## config.mk

```make
export PLATFORM = sky130hd
export DESIGN_NAME = sbapfc_thr
export DESIGN_NICKNAME = d
export VERILOG_FILES = /design/src/design/shared_buffer_admission_pfc_defines.svh /design/src/design/sbapfc_pkg.sv /design/src/design/sbapfc_thr.sv
export SDC_FILE = /design/constraint.sdc
export NUM_CORES = 1
export LEC_CHECK = 0
export BUFFER_PORTS_ARGS = -buffer_cell sky130_fd_sc_hd__buf_2
export CORE_MARGIN = 3
export CORE_UTILIZATION = 60
export DETAILED_ROUTE_END_ITERATION = 8
export GPL_ROUTABILITY_DRIVEN = 0
export PLACE_DENSITY = 0.91
export SLEW_MARGIN = 20
export SYNTH_ARGS = -nofsm -noshare
export SYNTH_HDL_FRONTEND = slang
export SYNTH_SLANG_ARGS = --single-unit
```

## constraint.sdc

```tcl
create_clock -name clk -period 12.13 [get_ports clk]
set_clock_uncertainty 0.1 [all_clocks]
set_input_delay 0.6065 -clock clk [delete_from_list [all_inputs] [get_ports clk]]
set_output_delay 0.6065 -clock clk [all_outputs]
set_load 0.1 [all_outputs]
```

## src/design/shared_buffer_admission_pfc_defines.svh

```systemverilog
// Assertion macros used by the admission unit design file
`ifndef SHARED_BUFFER_ADMISSION_PFC_DEFINES_SVH
`define SHARED_BUFFER_ADMISSION_PFC_DEFINES_SVH
`ifndef SYNTHESIS
`define SBAPFC_ASSERT(lbl, prop, msg) \
  lbl: assert property (@(posedge clk) disable iff (!rst_n) prop) else $error(msg);
`define SBAPFC_ASSERT_ALWAYS(lbl, prop, msg) \
  lbl: assert property (@(posedge clk) prop) else $error(msg);
`else
`define SBAPFC_ASSERT(lbl, prop, msg)
`define SBAPFC_ASSERT_ALWAYS(lbl, prop, msg)
`endif
`endif

```

## src/design/sbapfc_pkg.sv

```systemverilog
package sbapfc_pkg;

  localparam logic [1:0] CMD_IN_ARR = 2'd0;
  localparam logic [1:0] CMD_EG_ARR = 2'd1;
  localparam logic [1:0] CMD_IN_DEP = 2'd2;
  localparam logic [1:0] CMD_EG_DEP = 2'd3;

  localparam logic [2:0] REG_BUFFER_POOL  = 3'd0;
  localparam logic [2:0] REG_INGRESS_POOL = 3'd1;
  localparam logic [2:0] REG_EG_LOSSY     = 3'd2;
  localparam logic [2:0] REG_EG_LOSSLESS  = 3'd3;
  localparam logic [2:0] REG_RESERVE      = 3'd4;
  localparam logic [2:0] REG_ALPHA_IN     = 3'd5;
  localparam logic [2:0] REG_ALPHA_EG     = 3'd6;
  localparam logic [2:0] REG_HEADROOM     = 3'd7;

  localparam int THR_W = 40;

  typedef struct packed {
    logic [1:0]  cmd;
    logic [4:0]  port;
    logic [2:0]  queue;
    logic [13:0] size;
    logic        lossless;
  } in_item_t;

  typedef struct packed {
    logic        admitted;
    logic        pause_send;
    logic        resume_send;
    logic [31:0] queue_bytes;
  } out_item_t;

  typedef struct packed {
    logic [31:0] ing_bytes;
    logic [31:0] egr_bytes;
    logic [31:0] hdr_used;
    logic        paused;
  } entry_t;

  function automatic logic [31:0] add_sat(input logic [31:0] a, input logic [31:0] b);
    logic [32:0] s;
    s = {1'b0, a} + {1'b0, b};
    return s[32] ? 32'hFFFF_FFFF : s[31:0];
  endfunction

  function automatic logic [31:0] sub_sat(input logic [31:0] a, input logic [31:0] b);
    return (a > b) ? (a - b) : 32'd0;
  endfunction

endpackage

```

## src/design/sbapfc_thr.sv

```systemverilog
module sbapfc_thr import sbapfc_pkg::*; (
  input  logic             clk,
  input  logic [15:0]      alpha,
  input  logic [31:0]      pool,
  input  logic [31:0]      used,
  output logic [THR_W-1:0] thr
);

  logic [31:0]      rem;
  logic [47:0]      prod;
  logic [THR_W-1:0] thr_r;

  assign rem  = (pool > used) ? (pool - used) : 32'd0;
  assign prod = {32'd0, alpha} * {16'd0, rem};

  always_ff @(posedge clk) begin
    thr_r <= prod[47:8];
  end

  assign thr = thr_r;

endmodule

```

==> results.tsv <==
stage	metric	value	unit
cts	Num CTS Buffers	5	
cts	hold buffer count at cts	0	
cts	Clock H-tree levels	2	
sta	post-route clock period utilization	0.859	
sta	Rel. slew slack	0.178	
worst_setup_path	Req. time, crit path	12230	ps
cells_and_area	area grow syn2layout	6.16	%
global_route	antenna violations before repair	1	
sta	setup tns final	0	ps
cells_and_area	commonest non-fill, non-tap cell in the layout	inv_1	
synthesis	register area share after synthesis	0.0432	
drt	Vias	15961	
sta	RSZ-0062 raised after global routing	false	
floorplanning	Die Area	33100	um^2
synthesis	synthesized area per cell	8.54	um^2
worst_setup_path	CP endpoint kind	register	
cts	TritonCTS clock tree	built	
run	max capacitance violation total	0	
drt	DRT Wirelength	53300	um
synthesis	cells after synthesis	2171	
worst_setup_path	CP Buf/Inv Count	4	
floorplanning	Initial Util	0.618	
synthesis	FF+latch count, synth	40	
worst_setup_path	arrival time at the worst endpoint	10520	ps
cells_and_area	most frequent cells in the layout	inv_1, fa_1, nand2_1	
sta	worst-margin pin slew	1220	ps
drt	Residual DRC	0	
worst_setup_path	CP Class	in -> reg	
cells_and_area	max FFs per register	40	
worst_setup_path	slowest CP cell	o31a_1	
drt	WL/cell	20.3	um
cts	Post-CTS Resized	0	
drt	Post-DRT Antenna Nets	0	
global_route	GRT Total Usage	0.335	
global_route	largest net degree at the start of global routing	28	
cts	clock-pin slew of the registers on the worst-case setup and hold paths	60	ps
global_route	GR Overflow Total	0	
sta	Final Setup Violations	0	
floorplanning	row count	63	
sta	final count of pins violating max slew	0	
floorplanning	die height	182	um
synthesis	Syn Nets	2819	
global_route	first-pass GRT wire length	87400	um
cts	root buf cell	clkbuf_16	
drt	violation count after the first detailed-route iteration	1702	
cells_and_area	fin nets	2886	
synthesis	fraction of registers with async set or reset after synthesis	0	
min_path	worst hold path type	in -> reg	
synthesis	YS warnings	0	
synthesis	top_reg_cell synth	dfxtp_1	
floorplanning	I/O pins	121	
synthesis	Mapped Area	18600	um^2
sta	Period minus WS final	10420	ps
placement	DP Wirelength	43200	um
drt	drt first pass iters	6	
floorplanning	Core Area	30000	um^2
cts	Post CTS Setup Buffer Count	0	
cells_and_area	share of cells above drive strength 1	0.0759	
cts	Sink Count	40	
floorplanning	die width	182	um
drt	Vias/cell	6.07	
synthesis	number of synthesized flops with an enable pin	0	
cts	Clock Path Buffers	2	
placement	PortBufs	120	
worst_setup_path	CP max stage delay	930	ps
worst_setup_path	most used cell, CP	fa_1	
worst_setup_path	crit path max fanout	27	
global_route	vias in the first global route	17677	
worst_setup_path	Top Family by Delay on Critical Path	adder cells	
synthesis	Synth cell types	66	
sta	Fmax	0.0960	GHz
run_status	status	finished clean	
sta	Hold Fails Final Rpt	0	
worst_setup_path	CP startpoint kind	primary input	
-- area by class of cell --
type | instances | area [um^2]
Inverter | 484 | 1820
Sequential cell | 40 | 801
Antenna cell | 1 | 2.50
Timing Repair Buffer | 139 | 743
Clock inverter | 2 | 35.0
Clock buffer | 6 | 129
Multi-Input combinational cell | 1568 | 15700
Tap cell | 390 | 488
Fill cell | 2208 | 10300
-- cells by family after synthesis --
group / Yosys count / synth area share
and+or+nand+nor: 684 / 0.172
xor gates and xnor gates: 76 / 0.0359
buffers and inverters: 563 / 0.115
AOI/OAI and AO/OA: 240 / 0.0824
adders and majority gates: 567 / 0.552
muxes: 1 / 0.000540
DFF: 40 / 0.0432
-- stage by stage --
| step | setup WS [ps] | std cells | area [um^2] | hold slack (ps) | util |
|---|---|---|---|---|---|
| 2_1_floorplan | 3380 | 2171 | 18600 | 1020 | - |
| 3_3_place_gp | 2220 | 2621 | 19500 | 1060 | 0.649 |
| 3_5_place_dp | 1760 | 2621 | 19500 | 1060 | 0.649 |
| 4_1_cts | 2080 | 2629 | 19700 | 1220 | 0.654 |
| 5_1_grt | 1290 | 2630 | 19700 | 1330 | 0.656 |
| 6_report | 1710 | 2630 | 19700 | 1330 | 0.656 |
-- synth_stat cells, types with 3 or more instances --
master,n,area share
dfxtp_1,40,0.043
o21a_1,14,0.0057
xor2_1,34,0.016
a21o_1,31,0.013
and2_0,5,0.0017
nor4_1,3,0.0010
nand2b_1,14,0.0047
o21bai_1,13,0.0053
nand3_1,13,0.0035
nor2_1,118,0.024
ha_1,149,0.10
xnor2_1,42,0.020
nor3_1,7,0.0019
clkbuf_1,75,0.015
o31ai_1,4,0.0016
nor2b_1,8,0.0027
or2_2,4,0.0013
a21oi_1,82,0.022
o21ai_0,52,0.014
nand2_1,324,0.066
o211ai_1,3,0.0012
fa_1,418,0.45
nand4_1,14,0.0047
nor3b_1,4,0.0016
a31oi_1,9,0.0030
and2_1,136,0.046
inv_1,484,0.098
and4_1,5,0.0024
and3_1,19,0.0064
-- routing by layer --
| layer | vias to the layer above | share of wire | global-route usage |
|---|---|---|---|
| met3 | 382 | 0.12 | 0.0861 |
| li1 | 6662 | - | - |
| met2 | 1199 | 0.47 | 0.552 |
| met4 | 0 | 0.093 | 0.243 |
| met5 | - | 0 | 0 |
| met1 | 7718 | 0.31 | 0.376 |
-- final timing paths --
kind,to,start,cells past startpoint
setup / recovery,thr[39],pool[31],30
hold / removal,thr[12],used[0],6
-- tightest hold or removal path, cell delays in order --
cell	delay, ps
buf_2	90
ha_1	180
nand4b_1	180
nor2_1	170
a31o_2	330
xor2_1	130
Power is left out: the tool's default activity adds up to more than one toggle a clock period on the data nets, which glitch-free logic cannot reach.
